File: src/rtl/mfuw_pkg.sv
// Shared types, constants and codes for the motor feedback unwrap and watchdog block.
package mfuw_pkg;

	// Encoder geometry
	localparam int ENCODER_COUNTS = 8192;
	localparam int ENCODER_HALF   = 4096;

	// Field widths
	localparam int ID_W      = 11;
	localparam int MOTOR_W   = 4;
	localparam int ANGLE_W   = 16;
	localparam int RAW_W     = 16;
	localparam int SCALE_W   = 32;
	localparam int LOST_W    = 16;
	localparam int TURN_W    = 40;
	localparam int OUT_W     = 48;
	localparam int CFG_W     = 32;
	localparam int CFG_IDX_W = 2;

	// Angle step: difference of two angles plus one range correction
	localparam int STEP_W = ANGLE_W + 2;
	localparam logic signed [STEP_W-1:0] ENC_COUNTS_S = STEP_W'(ENCODER_COUNTS);
	localparam logic signed [STEP_W-1:0] ENC_HALF_S   = STEP_W'(ENCODER_HALF);
	localparam logic signed [STEP_W-1:0] ENC_HALF_N   = -STEP_W'(ENCODER_HALF);

	localparam logic signed [TURN_W-1:0] TURN_MAX = {1'b0, {(TURN_W-1){1'b1}}};
	localparam logic signed [TURN_W-1:0] TURN_MIN = {1'b1, {(TURN_W-1){1'b0}}};
	localparam logic signed [OUT_W-1:0]  OUT_MAX  = {1'b0, {(OUT_W-1){1'b1}}};
	localparam logic signed [OUT_W-1:0]  OUT_MIN  = {1'b1, {(OUT_W-1){1'b0}}};
	localparam logic [LOST_W-1:0]        LOST_SAT = {LOST_W{1'b1}};

	// Position product split: low part unsigned, high part signed
	localparam int TLO_W   = TURN_W / 2;
	localparam int THI_W   = TURN_W - TLO_W;
	localparam int PLO_W   = TLO_W + 1 + SCALE_W;
	localparam int PHI_W   = THI_W + SCALE_W;
	localparam int PSUM_W  = TURN_W + SCALE_W;
	localparam int SPROD_W = RAW_W + SCALE_W;
	localparam int FRAC_SH = 8;

	// Request queue between front and back
	localparam int QUEUE_DEPTH = 4;
	localparam int QPTR_W      = $clog2(QUEUE_DEPTH);
	localparam int QCNT_W      = $clog2(QUEUE_DEPTH + 1);

	// Reset values of the registers
	localparam logic [MOTOR_W-1:0] MOTOR_ID_RST   = MOTOR_W'(1);
	localparam logic [LOST_W-1:0]  LOST_LIMIT_RST = LOST_W'(10);

	typedef enum logic {
		OP_FRAME = 1'b0,
		OP_TICK  = 1'b1
	} op_t;

	typedef enum logic [CFG_IDX_W-1:0] {
		CFG_MOTOR_ID    = 2'd0,
		CFG_POS_SCALE   = 2'd1,
		CFG_SPEED_SCALE = 2'd2,
		CFG_LOST_LIMIT  = 2'd3
	} cfg_idx_t;

	typedef struct packed {
		logic        [MOTOR_W-1:0] motor_id;
		logic signed [SCALE_W-1:0] pos_scale;
		logic signed [SCALE_W-1:0] speed_scale;
		logic        [LOST_W-1:0]  lost_limit;
	} cfg_t;

	// State snapshot after one request, handed from front to back
	typedef struct packed {
		logic signed [TURN_W-1:0] turn;
		logic signed [RAW_W-1:0]  speed;
		logic signed [RAW_W-1:0]  current;
		logic                     online;
		logic                     taken;
	} fb_rec_t;

endpackage

File: src/rtl/mfuw_queue.sv
// Short request queue between front and back, flop based.
module mfuw_queue (
	input  logic              clk,
	input  logic              arst_n,
	input  logic              push,
	input  mfuw_pkg::fb_rec_t push_rec,
	output logic              full,
	output logic              head_valid,
	input  logic              pop,
	output mfuw_pkg::fb_rec_t head_rec
);
	import mfuw_pkg::*;

	fb_rec_t             mem_q [QUEUE_DEPTH];
	logic [QPTR_W-1:0]   wr_ptr_q, rd_ptr_q;
	logic [QCNT_W-1:0]   count_q;

	assign full       = (count_q == QCNT_W'(QUEUE_DEPTH));
	assign head_valid = (count_q != '0);
	assign head_rec   = mem_q[rd_ptr_q];

	always_ff @(posedge clk) begin
		if (push) begin
			mem_q[wr_ptr_q] <= push_rec;
		end
	end

	always_ff @(posedge clk or negedge arst_n) begin
		if (!arst_n) begin
			wr_ptr_q <= '0;
			rd_ptr_q <= '0;
			count_q  <= '0;
		end else begin
			if (push) begin
				wr_ptr_q <= (wr_ptr_q == QPTR_W'(QUEUE_DEPTH - 1)) ? '0 : wr_ptr_q + 1'b1;
			end
			if (pop) begin
				rd_ptr_q <= (rd_ptr_q == QPTR_W'(QUEUE_DEPTH - 1)) ? '0 : rd_ptr_q + 1'b1;
			end
			unique case ({push, pop})
				2'b10:   count_q <= count_q + 1'b1;
				2'b01:   count_q <= count_q - 1'b1;
				default: count_q <= count_q;
			endcase
		end
	end

`ifndef SYNTHESIS
	a_count_bound: assert property (@(posedge clk) disable iff (!arst_n)
		count_q <= QCNT_W'(QUEUE_DEPTH))
		else $error("queue count beyond depth");
	a_no_pop_empty: assert property (@(posedge clk) disable iff (!arst_n)
		pop |-> head_valid)
		else $error("pop from empty queue");
	a_count_up: assert property (@(posedge clk) disable iff (!arst_n)
		(push && !pop) |=> count_q == $past(count_q) + 1'b1)
		else $error("queue count did not advance on push");
`endif
endmodule

File: config.mk
export PLATFORM = sky130hd
export DESIGN_NAME = mfuw_queue
export DESIGN_NICKNAME = d
export VERILOG_FILES = /design/src/rtl/mfuw_pkg.sv /design/src/rtl/mfuw_queue.sv
export SDC_FILE = /design/constraint.sdc
export NUM_CORES = 1
export LEC_CHECK = 0
export BUFFER_PORTS_ARGS = -buffer_cell sky130_fd_sc_hd__buf_2
export CAP_MARGIN = 30
export CORE_MARGIN = 1
export CORE_UTILIZATION = 45
export CTS_CLUSTER_DIAMETER = 40
export DETAILED_ROUTE_END_ITERATION = 7
export PLACE_DENSITY_LB_ADDON = 0.15
export RECOVER_POWER = 25
export SLEW_MARGIN = 5
export SYNTH_ARGS = -nofsm -noshare
export SYNTH_HDL_FRONTEND = slang
export SYNTH_SLANG_ARGS = --single-unit
export TNS_END_PERCENT = 1
File: constraint.sdc
create_clock -name clk -period 3.8 [get_ports clk]
set_input_delay 0.19 -clock clk [delete_from_list [all_inputs] [get_ports clk]]
set_output_delay 0.19 -clock clk [all_outputs]
set_load 0.01 [all_outputs]
; Word-level counts from Yosys, hierarchy flattened
; Memories as Yosys holds them, arrays and structs flattened.
; Cells that the tools add are included.
; Widths: inputs -> output; s select.
[word_totals]
reg_bits = 7
ramBits = 296
in_bits = 78
output_inout_bits = 76
word_cells = 20
memories = 1
[memory_table]
columns = name, words, word_bits, read_ports, rd_ports_with_merged_regs, write_ports, line
row1 = mem_q, 4, 74, 1, 0, 1, mfuw_queue.sv:14  ; fb_rec_t mem_q [QUEUE_DEPTH];
[op_classes]
n_addsub = 4
n_eq_ne = 5
muxes = 5
n_reduce_logical = 2
[op_table]
columns = op, count
row1 = $eq 2x2->1 const B, 3
row2 = $pmux 3 s2, 1
row3 = $add 2x1->2 const B, 2
row4 = $mux 2, 2
row5 = $add 3x1->3 const B, 1
row6 = $eq 3x3->1 const B, 1
row7 = $reduce_bool 3->1, 1
row8 = $sub 3x1->3 const B, 1
row9 = $eq 2x1->1 const B, 1
row10 = $mux 1, 2
row11 = $reduce_bool 2->1, 1

; Depth between registers and ports, before layout
[logic_depth]
ltp_word = 2
depth_mapped = 7
ltp_nobuf = 7

; Worst setup path before layout
; Ideal clock, no wire load.
[synth_timing]
path_type = register to register
startpoint = register wr_ptr_q[0]
endpoint = memory mem_q[0][0] in the netlist's numbering, enable pin
setup_ns = 0.440
arrival_time_ns = 2.349
path_slack_ns = 1.011
stages_incl_launch_ff = 4
n_path_buf = 0
cell_sequence = dfrtp_1 -> inv_1 -> ha_1 -> and2_1
[synth_lines]
columns = item, line
row1 = "start, declared", mfuw_queue.sv:15  ; logic [QPTR_W-1:0] wr_ptr_q, rd_ptr_q;
row2 = "start signal, assigned", mfuw_queue.sv:35  ; wr_ptr_q <= (wr_ptr_q == QPTR_W'(QUEUE_DEPTH - 1)) ? '0 : wr_ptr_q + 1'b1;
row3 = "end, declared", mfuw_queue.sv:14
; No word-level cell before the write port.

==> results.md <==
| Result | This run | Unit |
|:---|:---|:---|
| Kind of critical path | reg -> out | - |
| Final Skew | 0.00912 | ns |
| Count of instances resized after the clock tree is built | 0 | - |
| Placement Cell Area | 12300 | um2 |
| Nature of the critical path startpoint | flop | - |
| Iteration-0 DRC Markers | 280 | - |
| Switching power | 2910 | uW |
| Overall Global Routing Usage | 16.7 | % |
| Class of the tightest hold or removal check | in -> async | - |
| TritonCTS clock tree | done | - |
| Effective utilization at floorplan | 45.8 | % |
| Vias/cell | 5.10 | - |
| GP Congestion | 0.719 | - |
| Total grt overflow | 0 | - |
| Post-CTS repair timing setup buffer count | 0 | - |
| Count of cells along the worst register-to-register path | 4 | - |
| Final core occ | 58.4 | % |
| Distinct cells, synth | 21 | - |
| Setup violators final | 0 | - |
| Wire length reported by the detailed router | 20300 | um |
| Part of the power in the clock network | 31.3 | % |
| Post-synthesis cell count | 426 | - |
| Sink Count | 303 | - |
| Filler-free cell count of the finished design | 1039 | - |
| Part of the cycle the worst path needs | 68.5 | % |
| Final Hold Violating Endpoints | 0 | - |
| Die Footprint | 25400 | um2 |
| Number of buffers created by CTS | 36 | - |
| Status | complete, no violations | - |
| Required time at the endpoint of the critical path | 3.61 | ns |
| Die Height | 159 | um |
| Mean Syn Cell Area | 26.1 | um2 |
| # IOs | 154 | - |
| Combinational cell fraction of total power | 26.2 | % |
| Post-detailed-route count of antenna-violating nets | 0 | - |
| Layout fillers | 1849 | - |
| Detailed-routing iteration count for the pre-antenna-repair pass | 5 | - |
| Arrival time reported for the critical path endpoint | 2.41 | ns |
| Clock insertion delay at the later pin of the skew report | 0.50 | ns |
| Buffers added on ports | 153 | - |
| Pin count of the biggest net entering global routing | 60 | - |
| Maximum fanout along the worst path | 38 | - |
| Setup tns final | 0 | ns |
| Layout Area Growth over Synthesis | 27.5 | % |
| Max-cap check violation count | 0 | - |
| Global-route wire length before repair | 32200 | um |
| WL/cell | 19.5 | um |
| Finished layout cell area | 14200 | um2 |
| Net count, final | 773 | - |
| Sequential cell area | 9070 | um2 |
| Min Tclk post-route | 2.60 | ns |
| Proportion of total power due to net switching | 27.5 | % |
| Yosys warnings | 0 | - |
| Post-Syn Nets | 511 | - |
| Internal power summed over all cells | 7680 | uW |
| Worst-case clock buffer depth | 3 | - |
| Number of global-route vias before repair | 5822 | - |
| Root cell of the clock tree | sky130_fd_sc_hd__clkbuf_16 | - |
| Post-route DRC violation count | 0 | - |
| Netlist area before placement | 11100 | um2 |
| Fraction of power consumed by sequential logic | 42.5 | % |
| Commonest non-fill, non-tap cell in the layout | sky130_fd_sc_hd__edfxtp_1 | - |
| Commonest cells after routing, fill and taps aside | 296 x sky130_fd_sc_hd__edfxtp_1, 109 x sky130_fd_sc_hd__buf_2, 77 x sky130_fd_sc_hd__dlygate4sd3_1, 74 x sky130_fd_sc_hd__mux4_2, 53 x sky130_fd_sc_hd__clkbuf_1 | - |
| Number of synthesized register bits | 303 | - |
| Clock transition at the registers of the reported paths | 0.06 | ns |
| Capturing element type of the critical path | output pin | - |
| Post-DP HPWL | 11700 | um |
| Antenna violations before repair | 0 | - |
| Sequential area share after synthesis | 81.4 | % |
| Final Slew Violations | 0 | - |
| CTS H-Tree Depth | 2 | - |
| Hold buffer count at CTS | 77 | - |
| Slew margin rel. | 38.1 | % |
| Worst vdd ir | 0.000508 | V |
| Number of cell rows | 57 | - |
| Setup repair after global routing missed its margin | false | - |
| Power per cell area | 746 | nW/um2 |
| DR vias | 5302 | - |
| Total instance count after detailed placement | 896 | - |
| Leakage | 0.00485 | uW |
| Multi-input gate area in the final layout | 1890 | um2 |
| Setup WS post-layout | 1.20 | ns |
| Width of the die | 159 | um |
| Area of the core | 24300 | um2 |
| Number of antenna repair diodes | 0 | - |
| Worst setup timing slack at the placement stage | 1.64 | ns |
| Actual slew at the worst max-slew pin | 0.928 | ns |
| Achievable clock frequency | 384 | MHz |
| Layout cells sized above 1 | 35.8 | % |
[power groups by stage]
stage                     Sequential (uW)  Combinational [uW]  Clock (uW)
after floorplan                      4470                1940           0
after global placement               4720                2550           0
after detailed placement             4580                2790           0
after CTS                            4510                2870        3390
after global routing                 4550                3010        3530
final                                4500                2780        3320
[metal layers]
layer | track usage (%) | up-vias | routed length, um
li1 | - | 2358 | -
met1 | 21.1 | 2736 | 8460
met2 | 28.4 | 170 | 10000
met3 | 4.38 | 38 | 1360
met4 | 4.81 | 0 | 398
met5 | 0 | - | 0
[area by class of cell]
class                   instances  share of cell area [%]
flip-flops and latches        303                    63.9
clock inverters                18                    1.38
clock buffers                  47                    6.85
repair buffers                241                    11.5
inverters                       6                   0.159
multi-input cells             100                    13.3
well taps                     324                    2.85
[Yosys cell counts]
master | count | share of area (%)
sky130_fd_sc_hd__buf_8 | 1 | 0.13
sky130_fd_sc_hd__xnor2_1 | 1 | 0.079
sky130_fd_sc_hd__xor2_1 | 2 | 0.16
sky130_fd_sc_hd__edfxtp_1 | 296 | 80
sky130_fd_sc_hd__dfrtp_1 | 7 | 1.6
sky130_fd_sc_hd__or3_1 | 2 | 0.11
sky130_fd_sc_hd__buf_2 | 6 | 0.27
sky130_fd_sc_hd__inv_1 | 6 | 0.20
sky130_fd_sc_hd__buf_6 | 1 | 0.10
sky130_fd_sc_hd__and3_1 | 1 | 0.056
sky130_fd_sc_hd__ha_1 | 6 | 0.67
sky130_fd_sc_hd__nor2_1 | 2 | 0.067
sky130_fd_sc_hd__o21ai_0 | 3 | 0.13
sky130_fd_sc_hd__and2_1 | 4 | 0.22
sky130_fd_sc_hd__buf_12 | 4 | 0.72
sky130_fd_sc_hd__buf_4 | 3 | 0.20
sky130_fd_sc_hd__fa_1 | 1 | 0.18
sky130_fd_sc_hd__mux2_2 | 2 | 0.20
sky130_fd_sc_hd__mux4_2 | 74 | 15
sky130_fd_sc_hd__nand2_1 | 2 | 0.067
sky130_fd_sc_hd__buf_1 | 2 | 0.067
[sequential cells by signal, indices dropped and copies added, names as in the netlist]
| register | cells |
|---|---|
| wr_ptr_q | 2 |
| rd_ptr_q | 2 |
| count_q | 3 |
| mem_q | 296 |
[worst max-delay path, stage by stage (launching register included)]
cell                      delay (ns)
sky130_fd_sc_hd__dfrtp_4        0.76
sky130_fd_sc_hd__buf_12         0.38
sky130_fd_sc_hd__mux4_2         0.59
sky130_fd_sc_hd__buf_2          0.16
[logic make-up after synthesis]
family	count (synthesis)	share of synthesized area [%]
flops	303	81.4
mux	76	15.2
buf+inv	23	1.70
simple gates	11	0.528
fa+ha+maj	7	0.854
compound gates	3	0.135
xor+xnor	3	0.236
[metrics by stage]
step	hold slack (ns)	total power, uW
floorplan	-0.106	6410
global placement	0.0399	7280
detailed placement	0.0463	7370
CTS	0.0471	10800
global route	0.168	11100
finish	0.165	10600
[path summary, 6_finish.rpt]
kind / start / endpoint / slack [ns]
max in group asynchronous: arst_n / rd_ptr_q[0] / 3.26
min reg2reg: count_q[2] / count_q[2] / 0.50
max: rd_ptr_q[0] / head_rec[15] / 1.20
max reg2reg: wr_ptr_q[0] / mem_q[2][54] / 1.71
min in group clk: push_rec[40] / mem_q[2][40] / 0.45
min: arst_n / count_q[0] / 0.16
Power figures use the tool's default switching activity.
