<file path="src/rtl/mfuw_pkg.sv">
// Shared types, constants and codes for the motor feedback unwrap and watchdog block.
package mfuw_pkg;

	// Encoder geometry
	localparam int ENCODER_COUNTS = 8192;
	localparam int ENCODER_HALF   = 4096;

	// Field widths
	localparam int ID_W      = 11;
	localparam int MOTOR_W   = 4;
	localparam int ANGLE_W   = 16;
	localparam int RAW_W     = 16;
	localparam int SCALE_W   = 32;
	localparam int LOST_W    = 16;
	localparam int TURN_W    = 40;
	localparam int OUT_W     = 48;
	localparam int CFG_W     = 32;
	localparam int CFG_IDX_W = 2;

	// Angle step: difference of two angles plus one range correction
	localparam int STEP_W = ANGLE_W + 2;
	localparam logic signed [STEP_W-1:0] ENC_COUNTS_S = STEP_W'(ENCODER_COUNTS);
	localparam logic signed [STEP_W-1:0] ENC_HALF_S   = STEP_W'(ENCODER_HALF);
	localparam logic signed [STEP_W-1:0] ENC_HALF_N   = -STEP_W'(ENCODER_HALF);

	localparam logic signed [TURN_W-1:0] TURN_MAX = {1'b0, {(TURN_W-1){1'b1}}};
	localparam logic signed [TURN_W-1:0] TURN_MIN = {1'b1, {(TURN_W-1){1'b0}}};
	localparam logic signed [OUT_W-1:0]  OUT_MAX  = {1'b0, {(OUT_W-1){1'b1}}};
	localparam logic signed [OUT_W-1:0]  OUT_MIN  = {1'b1, {(OUT_W-1){1'b0}}};
	localparam logic [LOST_W-1:0]        LOST_SAT = {LOST_W{1'b1}};

	// Position product split: low part unsigned, high part signed
	localparam int TLO_W   = TURN_W / 2;
	localparam int THI_W   = TURN_W - TLO_W;
	localparam int PLO_W   = TLO_W + 1 + SCALE_W;
	localparam int PHI_W   = THI_W + SCALE_W;
	localparam int PSUM_W  = TURN_W + SCALE_W;
	localparam int SPROD_W = RAW_W + SCALE_W;
	localparam int FRAC_SH = 8;

	// Request queue between front and back
	localparam int QUEUE_DEPTH = 4;
	localparam int QPTR_W      = $clog2(QUEUE_DEPTH);
	localparam int QCNT_W      = $clog2(QUEUE_DEPTH + 1);

	// Reset values of the registers
	localparam logic [MOTOR_W-1:0] MOTOR_ID_RST   = MOTOR_W'(1);
	localparam logic [LOST_W-1:0]  LOST_LIMIT_RST = LOST_W'(10);

	typedef enum logic {
		OP_FRAME = 1'b0,
		OP_TICK  = 1'b1
	} op_t;

	typedef enum logic [CFG_IDX_W-1:0] {
		CFG_MOTOR_ID    = 2'd0,
		CFG_POS_SCALE   = 2'd1,
		CFG_SPEED_SCALE = 2'd2,
		CFG_LOST_LIMIT  = 2'd3
	} cfg_idx_t;

	typedef struct packed {
		logic        [MOTOR_W-1:0] motor_id;
		logic signed [SCALE_W-1:0] pos_scale;
		logic signed [SCALE_W-1:0] speed_scale;
		logic        [LOST_W-1:0]  lost_limit;
	} cfg_t;

	// State snapshot after one request, handed from front to back
	typedef struct packed {
		logic signed [TURN_W-1:0] turn;
		logic signed [RAW_W-1:0]  speed;
		logic signed [RAW_W-1:0]  current;
		logic                     online;
		logic                     taken;
	} fb_rec_t;

endpackage

</file>
<file path="src/rtl/mfuw_if.sv">
// Valid/ready channel interfaces for feedback requests and results.
interface mfuw_feedback_if;
	import mfuw_pkg::*;

	logic                     valid;
	logic                     ready;
	logic                     op;
	logic        [ID_W-1:0]   frame_id;
	logic        [ANGLE_W-1:0] angle_raw;
	logic signed [RAW_W-1:0]  speed_raw;
	logic signed [RAW_W-1:0]  current_raw;

	modport source (
		output valid, op, frame_id, angle_raw, speed_raw, current_raw,
		input  ready
	);
	modport sink (
		input  valid, op, frame_id, angle_raw, speed_raw, current_raw,
		output ready
	);
endinterface


</file>
<file path="src/rtl/mfuw_front.sv">
// Front end: accept requests, classify frame or tick, update unwrap and watchdog state.
module mfuw_front (
	input  logic                 clk,
	input  logic                 arst_n,
	mfuw_feedback_if.sink        feedback,
	input  mfuw_pkg::cfg_t       cfg,
	input  logic                 q_full,
	output logic                 push,
	output mfuw_pkg::fb_rec_t    rec
);
	import mfuw_pkg::*;

	logic        [ANGLE_W-1:0] prev_angle_q, last_angle_q;
	logic signed [TURN_W-1:0]  turn_q;
	logic signed [RAW_W-1:0]   speed_q, current_q;
	logic                      ever_q, fresh_q, online_q;
	logic        [LOST_W-1:0]  lost_q;

	logic        [ANGLE_W-1:0] prev_d, last_d;
	logic signed [TURN_W-1:0]  turn_d;
	logic signed [RAW_W-1:0]   speed_d, current_d;
	logic                      ever_d, fresh_d, online_d;
	logic        [LOST_W-1:0]  lost_d, lost_inc;
	logic signed [STEP_W-1:0]  step, step_adj;
	logic signed [TURN_W:0]    turn_sum;
	logic                      match;

	assign feedback.ready = !q_full;
	assign push           = feedback.valid && feedback.ready;

	assign match = (feedback.op == OP_FRAME) && (feedback.frame_id[MOTOR_W-1:0] == cfg.motor_id);

	always_comb begin
		prev_d    = prev_angle_q;
		last_d    = last_angle_q;
		turn_d    = turn_q;
		speed_d   = speed_q;
		current_d = current_q;
		ever_d    = ever_q;
		fresh_d   = fresh_q;
		online_d  = online_q;
		lost_d    = lost_q;
		step      = '0;
		step_adj  = '0;
		turn_sum  = '0;
		lost_inc  = (lost_q == LOST_SAT) ? lost_q : lost_q + 1'b1;

		if (match) begin
			online_d  = 1'b1;
			ever_d    = 1'b1;
			fresh_d   = 1'b1;
			lost_d    = '0;
			// seed both angles on the first frame (or after a zero pair)
			if (prev_angle_q == '0 && last_angle_q == '0) begin
				prev_d = feedback.angle_raw;
			end else begin
				prev_d = last_angle_q;
			end
			last_d = feedback.angle_raw;
			step   = $signed({2'b00, last_d}) - $signed({2'b00, prev_d});
			priority if (step > ENC_HALF_S) begin
				step_adj = step - ENC_COUNTS_S;
			end else if (step < ENC_HALF_N) begin
				step_adj = step + ENC_COUNTS_S;
			end else begin
				step_adj = step;
			end
			turn_sum = (TURN_W+1)'(turn_q) + (TURN_W+1)'(step_adj);
			priority if (turn_sum[TURN_W] != turn_sum[TURN_W-1]) begin
				turn_d = turn_sum[TURN_W] ? TURN_MIN : TURN_MAX;
			end else begin
				turn_d = turn_sum[TURN_W-1:0];
			end
			speed_d   = feedback.speed_raw;
			current_d = feedback.current_raw;
		end else if (feedback.op == OP_TICK) begin
			priority if (!ever_q) begin
				online_d = 1'b0;
			end else if (fresh_q) begin
				fresh_d  = 1'b0;
				lost_d   = '0;
				online_d = 1'b1;
			end else begin
				lost_d = lost_inc;
				if (lost_inc >= cfg.lost_limit) begin
					online_d = 1'b0;
				end
			end
		end
	end

	always_ff @(posedge clk or negedge arst_n) begin
		if (!arst_n) begin
			prev_angle_q <= '0;
			last_angle_q <= '0;
			turn_q       <= '0;
			speed_q      <= '0;
			current_q    <= '0;
			ever_q       <= 1'b0;
			fresh_q      <= 1'b0;
			online_q     <= 1'b0;
			lost_q       <= '0;
		end else if (push) begin
			prev_angle_q <= prev_d;
			last_angle_q <= last_d;
			turn_q       <= turn_d;
			speed_q      <= speed_d;
			current_q    <= current_d;
			ever_q       <= ever_d;
			fresh_q      <= fresh_d;
			online_q     <= online_d;
			lost_q       <= lost_d;
		end
	end

	always_comb begin
		rec.turn    = turn_d;
		rec.speed   = speed_d;
		rec.current = current_d;
		rec.online  = online_d;
		rec.taken   = match;
	end

`ifndef SYNTHESIS
	a_taken_online: assert property (@(posedge clk) disable iff (!arst_n)
		(push && match) |=> (online_q && ever_q && fresh_q && lost_q == '0))
		else $error("taken frame did not bring the link online");
`endif
endmodule

</file>
<file path="src/flat_wrapper.sv">
// flat-port wrapper written by rule: the top's interface ports become plain ports
module mfuw_front_flat import mfuw_pkg::*;
  (clk, arst_n, cfg, q_full, push, rec, feedback_valid, feedback_op, feedback_frame_id, feedback_angle_raw, feedback_speed_raw, feedback_current_raw, feedback_ready);
  mfuw_feedback_if feedback_i ();
  input  logic clk;
  input  logic arst_n;
  input  mfuw_pkg::cfg_t cfg;
  input  logic q_full;
  output logic push;
  output mfuw_pkg::fb_rec_t rec;
  input wire logic [$bits(feedback_i.valid)-1:0] feedback_valid;
  input wire logic [$bits(feedback_i.op)-1:0] feedback_op;
  input wire logic [$bits(feedback_i.frame_id)-1:0] feedback_frame_id;
  input wire logic [$bits(feedback_i.angle_raw)-1:0] feedback_angle_raw;
  input wire logic [$bits(feedback_i.speed_raw)-1:0] feedback_speed_raw;
  input wire logic [$bits(feedback_i.current_raw)-1:0] feedback_current_raw;
  output wire logic [$bits(feedback_i.ready)-1:0] feedback_ready;
  assign feedback_i.valid = feedback_valid;
  assign feedback_i.op = feedback_op;
  assign feedback_i.frame_id = feedback_frame_id;
  assign feedback_i.angle_raw = feedback_angle_raw;
  assign feedback_i.speed_raw = feedback_speed_raw;
  assign feedback_i.current_raw = feedback_current_raw;
  assign feedback_ready = feedback_i.ready;
  mfuw_front u_core (.clk(clk), .arst_n(arst_n), .feedback(feedback_i), .cfg(cfg), .q_full(q_full), .push(push), .rec(rec));
endmodule
</file>
<file path="config.mk">
export PLATFORM = sky130hd
export DESIGN_NAME = mfuw_front_flat
export DESIGN_NICKNAME = d
export VERILOG_FILES = /design/src/rtl/mfuw_pkg.sv /design/src/rtl/mfuw_if.sv /design/src/rtl/mfuw_front.sv /design/src/flat_wrapper.sv
export SDC_FILE = /design/constraint.sdc
export NUM_CORES = 1
export LEC_CHECK = 0
export BUFFER_PORTS_ARGS = -buffer_cell sky130_fd_sc_hd__buf_2
export CORE_MARGIN = 1.5
export CORE_UTILIZATION = 52
export CTS_BUF_LIST = sky130_fd_sc_hd__clkbuf_2
export DETAILED_ROUTE_END_ITERATION = 6
export PLACE_DENSITY = 0.89
export SYNTH_ARGS = -nofsm -noshare
export SYNTH_HDL_FRONTEND = slang
export SYNTH_SLANG_ARGS = --single-unit
</file>
<file path="constraint.sdc">
create_clock -name clk -period 10.3 [get_ports clk]
set_clock_uncertainty 0.05 [all_clocks]
set_input_delay 2.06 -clock clk [delete_from_list [all_inputs] [get_ports clk]]
set_output_delay 2.06 -clock clk [all_outputs]
set_load 0.02 [all_outputs]
</file>
# After elaboration in Yosys (flattened, before gate mapping)
# Cells that the tools add are included.
# word_totals
regBits	123
latchBits	0
ramBits	0
rom_bits	0
inputBits	148
output_inout_bits	76
wordCells	54
n_memories	0
# classes
n_addsub	5
n_mul	0
div	0
magnitude_cmp	3
n_eq_ne	3
shift	0
muxes	23
bitwise_logic	1
n_reduce_logical	10
# op_table
op	count
two-way mux 16 bit	9
two-way mux 40 bit	3
two-way mux 18 bit	3
adder 40 x 18 -> 41 bit	1
zero test 16 bit	2
adder 18 x 15 -> 18 bit (second input constant)	1
greater-than comparator 18 x 14 -> 1 bit (second input constant)	1
< comparator 18 x 13 -> 1 bit (second input constant)	1
subtractor 18 x 15 -> 18 bit (second input constant)	1
subtractor 16 x 16 -> 17 bit	1
adder 16 x 1 -> 16 bit (second input constant)	1
equality test 16 bit (second input constant)	1
greater-or-equal comparator 16 bit	1
two-way mux 1 bit	8
equality test 4 bit	1
nonzero test 2 bit	2
logical AND 1 bit	3
AND reduction 3 bit	1
AND reduction 2 bit	1
zero test 1 bit	1
!= test 1 bit	1
NOT 1 bit	1

# Depth between registers and ports, before layout
# depth
ltp_word	13
mapped_depth	39
ltp_nobuf	33

# Worst setup path after synthesis
# OpenSTA, ideal clock, no wires.
# synth_timing
path_type	input port to output port
from	input feedback_angle_raw[0]
to	output rec[70] in the netlist's numbering
t_arrival_ns	8.245
slack_ns	-0.055
cell_stages	31
n_path_buf	3
path_cell_list	a21o_1 > ha_1 > inv_1 > ha_1 > nor2_1 > a21oi_1 > o21ai_0 > a22oi_2 > xor2_1 > or4_1 > or4_1 > nor3_2 > a41oi_1 > nand2b_4 > and3_4 > a21o_1 > ha_1 > clkbuf_1 > a21oi_1 > o21ai_0 > a21o_1 > a21oi_1 > nor2_1 > nor4b_1 > a2111o_1 > o211a_2 > and2_1 > buf_2 > buf_6 > a31oi_1 > o31ai_1
# synth_rtl
item	line_no	text
start: declaration	flat_wrapper.sv:14	input wire logic [$bits(feedback_i.angle_raw)-1:0] feedback_angle_raw;
end: declaration	flat_wrapper.sv:10	output mfuw_pkg::fb_rec_t rec;

==> impl_metrics.env <==
export IMPL_status="finished clean"
export IMPL_io_pins=224
export IMPL_slew_headroom_pct=28.2
export IMPL_port_buffers=152
export IMPL_rows=51
export IMPL_dr_wl_met3_um=2310
export IMPL_hpwl_um=21400
export IMPL_clk_path_buf_depth=2
export IMPL_mostFrequentLayoutCell="nand2_1"
export IMPL_seqCellArea_mm2=0.00308
export IMPL_clkTransAtPathRegs_ns=0.21
export IMPL_sw_frac_of_total_pct=49.0
export IMPL_grt_pass1_wl_um=49200
export IMPL_p_switching_mw=2.12
export IMPL_endpoint_kind="output pin"
export IMPL_multi_input_area_mm2=0.00741
export IMPL_min_period_ns=10.28
export IMPL_worstSkewPairLatency_ns=0.77
export IMPL_hold_path_class="reg2reg"
export IMPL_clockRootBuffer="clkbuf_2"
export IMPL_avgSynthCellArea_um2=7.69
export IMPL_gp_congestion=0.944
export IMPL_hold_ws_ns=0.455
export IMPL_place_ws_ns=-0.262
export IMPL_highest_layer="met4"
export IMPL_dieArea_mm2=0.0210
export IMPL_grt_max_degree=101
export IMPL_path_class="in2out"
export IMPL_clkPwrFrac_pct=7.8
export IMPL_p_comb_share_pct=75.6
export IMPL_final_util_pct=67.5
export IMPL_power_leakage_nw=6.80
export IMPL_syn2layout_area_growth_pct=26.3
export IMPL_cts_tree="built"
export IMPL_synth_fp_nets=1580
export IMPL_crit_top_cell="buf_6"
export IMPL_ys_types=80
export IMPL_track_usage_pct=29.1
export IMPL_max_freq_ghz=0.0973
export IMPL_antenna_found_initial=1
export IMPL_postLayoutCellArea_mm2=0.0132
export IMPL_met1_length_um=12900
export IMPL_setup_tns_ns=0
export IMPL_fillers=1519
export IMPL_core_mm2=0.0196
export IMPL_ys_top_cells_by_area="dfrtp_1 29%, nand2_1 13%, ha_1 8.4%"
export IMPL_drt_initial_drc_count=993
export IMPL_p_per_area_mw_per_mm2=328
export IMPL_drive_gt1_share_pct=28.2
export IMPL_cp_max_fo=5
export IMPL_fin_crit_sh_pct=99.8
export IMPL_crit_required_ns=8.19
export IMPL_via_per_inst=5.98
export IMPL_dieWidth_um=145
export IMPL_yosysTopAreaCellShare_pct=29.4
export IMPL_ctsHoldBuffers=0
export IMPL_p_seq_share_pct=16.6
export IMPL_syn_inst=1361
export IMPL_synth_top_cell_by_area="dfrtp_1"
export IMPL_wl_met2_um=15400
export IMPL_cpPeakStageDelay_ns=0.52
export IMPL_setup_ws_ns=0.0220
export IMPL_synth_edf_count=0
export IMPL_syn_area_mm2=0.0105
export IMPL_p_int_mw=2.21
export IMPL_worst_ep_arrival_time_ns=8.17
export IMPL_die_y_um=145
export IMPL_first_pass_iters=6
export IMPL_avgRoutedWirePerCell_um=17.1
export IMPL_overflow=0
export IMPL_postPlaceCellArea_mm2=0.0122
export IMPL_dp_cells=1815
export IMPL_stdcell_count=1864
export IMPL_max_cap_violations=0
export IMPL_setup_viol=0
export IMPL_final_nets=1804
export IMPL_synth_ff_type="dfrtp_1"
export IMPL_slew_viol_final=0
export IMPL_finalPower_mw=4.33
export IMPL_ant_nets=0
export IMPL_grt_pass1_vias=10400
export IMPL_layout_common_cells="361 x nand2_1, 137 x buf_2, 121 x dfrtp_1, 114 x buf_4, 75 x o21ai_0"
export IMPL_cts_max_level=4
export IMPL_reg2reg_slack_ns=2.99
export IMPL_cp_slowest_cell="or4_1"
export IMPL_clock_sinks=123
export IMPL_yosysSeqAreaShare_pct=29.4
export IMPL_synth_async_reset_ratio_pct=100
export IMPL_initial_core_util_pct=53.4
export IMPL_ys_ff_latch=123
export IMPL_startpoint_type="input port"
export IMPL_tightestPinTransition_ns=1.08
export IMPL_routed_wl_um=31900
export IMPL_vias=11200
export IMPL_drc=0
export IMPL_hold_viol=0
export IMPL_numCtsBuffers=17
export IMPL_peakVddDrop_mv=0.185
export IMPL_grt_setup_unrepaired="true"
export IMPL_yosysWarnings=0
==> logic make-up after synthesis <==
logic type      count (synthesis)  synth area share (%)
compound gates                360                  22.5
xor+xnor                       60                  5.15
mux                            44                  4.71
fa+ha+maj                      76                  9.04
flops                         123                  29.4
simple gates                  575                  24.3
buf+inv                       123                  4.83
==> final timing paths <==
check,depth (start not counted),startpoint,end
min in group asynchronous,1,arst_n,u_core.prev_angle_q[7]
min reg2reg,2,u_core.current_q[0],u_core.current_q[0]
max in group asynchronous,2,arst_n,u_core.turn_q[33]
min,2,u_core.current_q[0],u_core.current_q[0]
max reg2reg,32,u_core.last_angle_q[9],u_core.turn_q[35]
max,33,feedback_angle_raw[0],rec[41]
==> synth_stat cells, drive strengths merged, types with 13 or more instances <==
cell type  instances
clkbuf            60
a211oi            17
inv               49
mux2              42
nand2b            24
xnor2             36
a21oi             80
a21o              43
nand4             16
buf               14
a31oi             21
o21ai            102
xor2              23
nand3             26
dfrtp            123
and3              13
nor3              15
nor2              69
o21bai            13
ha                70
nand2            365
==> per-layer routing <==
metal	vias up	track usage (%)
met1	5276	37.0
met5	-	0
met2	546	50.3
met3	114	4.80
met4	0	9.57
li1	5215	-
==> area by class of cell <==
type	instances	area share, %
diodes	1	0.0189
repair buffers	279	14.9
clock buffers	17	0.644
inverters	49	1.39
multi-input cells	1115	56.0
flip-flops and latches	123	23.3
clock inverters	15	1.23
well taps	265	2.51
==> timing repair <==
action,in CTS,in global routing
endpoints found under the setup margin,39,40
gates cloned,0,3
resized for setup,23,121
pin swaps,11,23
setup buffers,4,11
==> worst max-delay path, delay by kind of cell <==
kind	cells	cell delay [ns]
AOI/OAI and AO/OA	8	1.45
xor gates and xnor gates	1	0.25
adders and majority gates	2	0.50
buffers and inverters	9	1.15
muxes	1	0.21
and+or+nand+nor	12	2.52
==> registers in the layout, indices dropped and copies added, names as in the netlist <==
| signal | flops |
|---|---|
| u_core.online_q | 1 |
| u_core.prev_angle_q | 16 |
| u_core.speed_q | 16 |
| u_core.last_angle_q | 16 |
| u_core.lost_q | 16 |
| u_core.turn_q | 40 |
| u_core.current_q | 16 |
| u_core.fresh_q | 1 |
| u_core.ever_q | 1 |
==> power groups by stage <==
stage | logic (mW) | registers, mW | clock network [mW]
5_1_grt | 3.51 | 0.738 | 0.357
3_3_place_gp | 2.65 | 0.702 | 0
2_1_floorplan | 1.78 | 0.678 | 0
4_1_cts | 2.82 | 0.703 | 0.337
3_5_place_dp | 2.74 | 0.710 | 0
6_report | 3.28 | 0.721 | 0.337
Power figures use the tool's default switching activity.
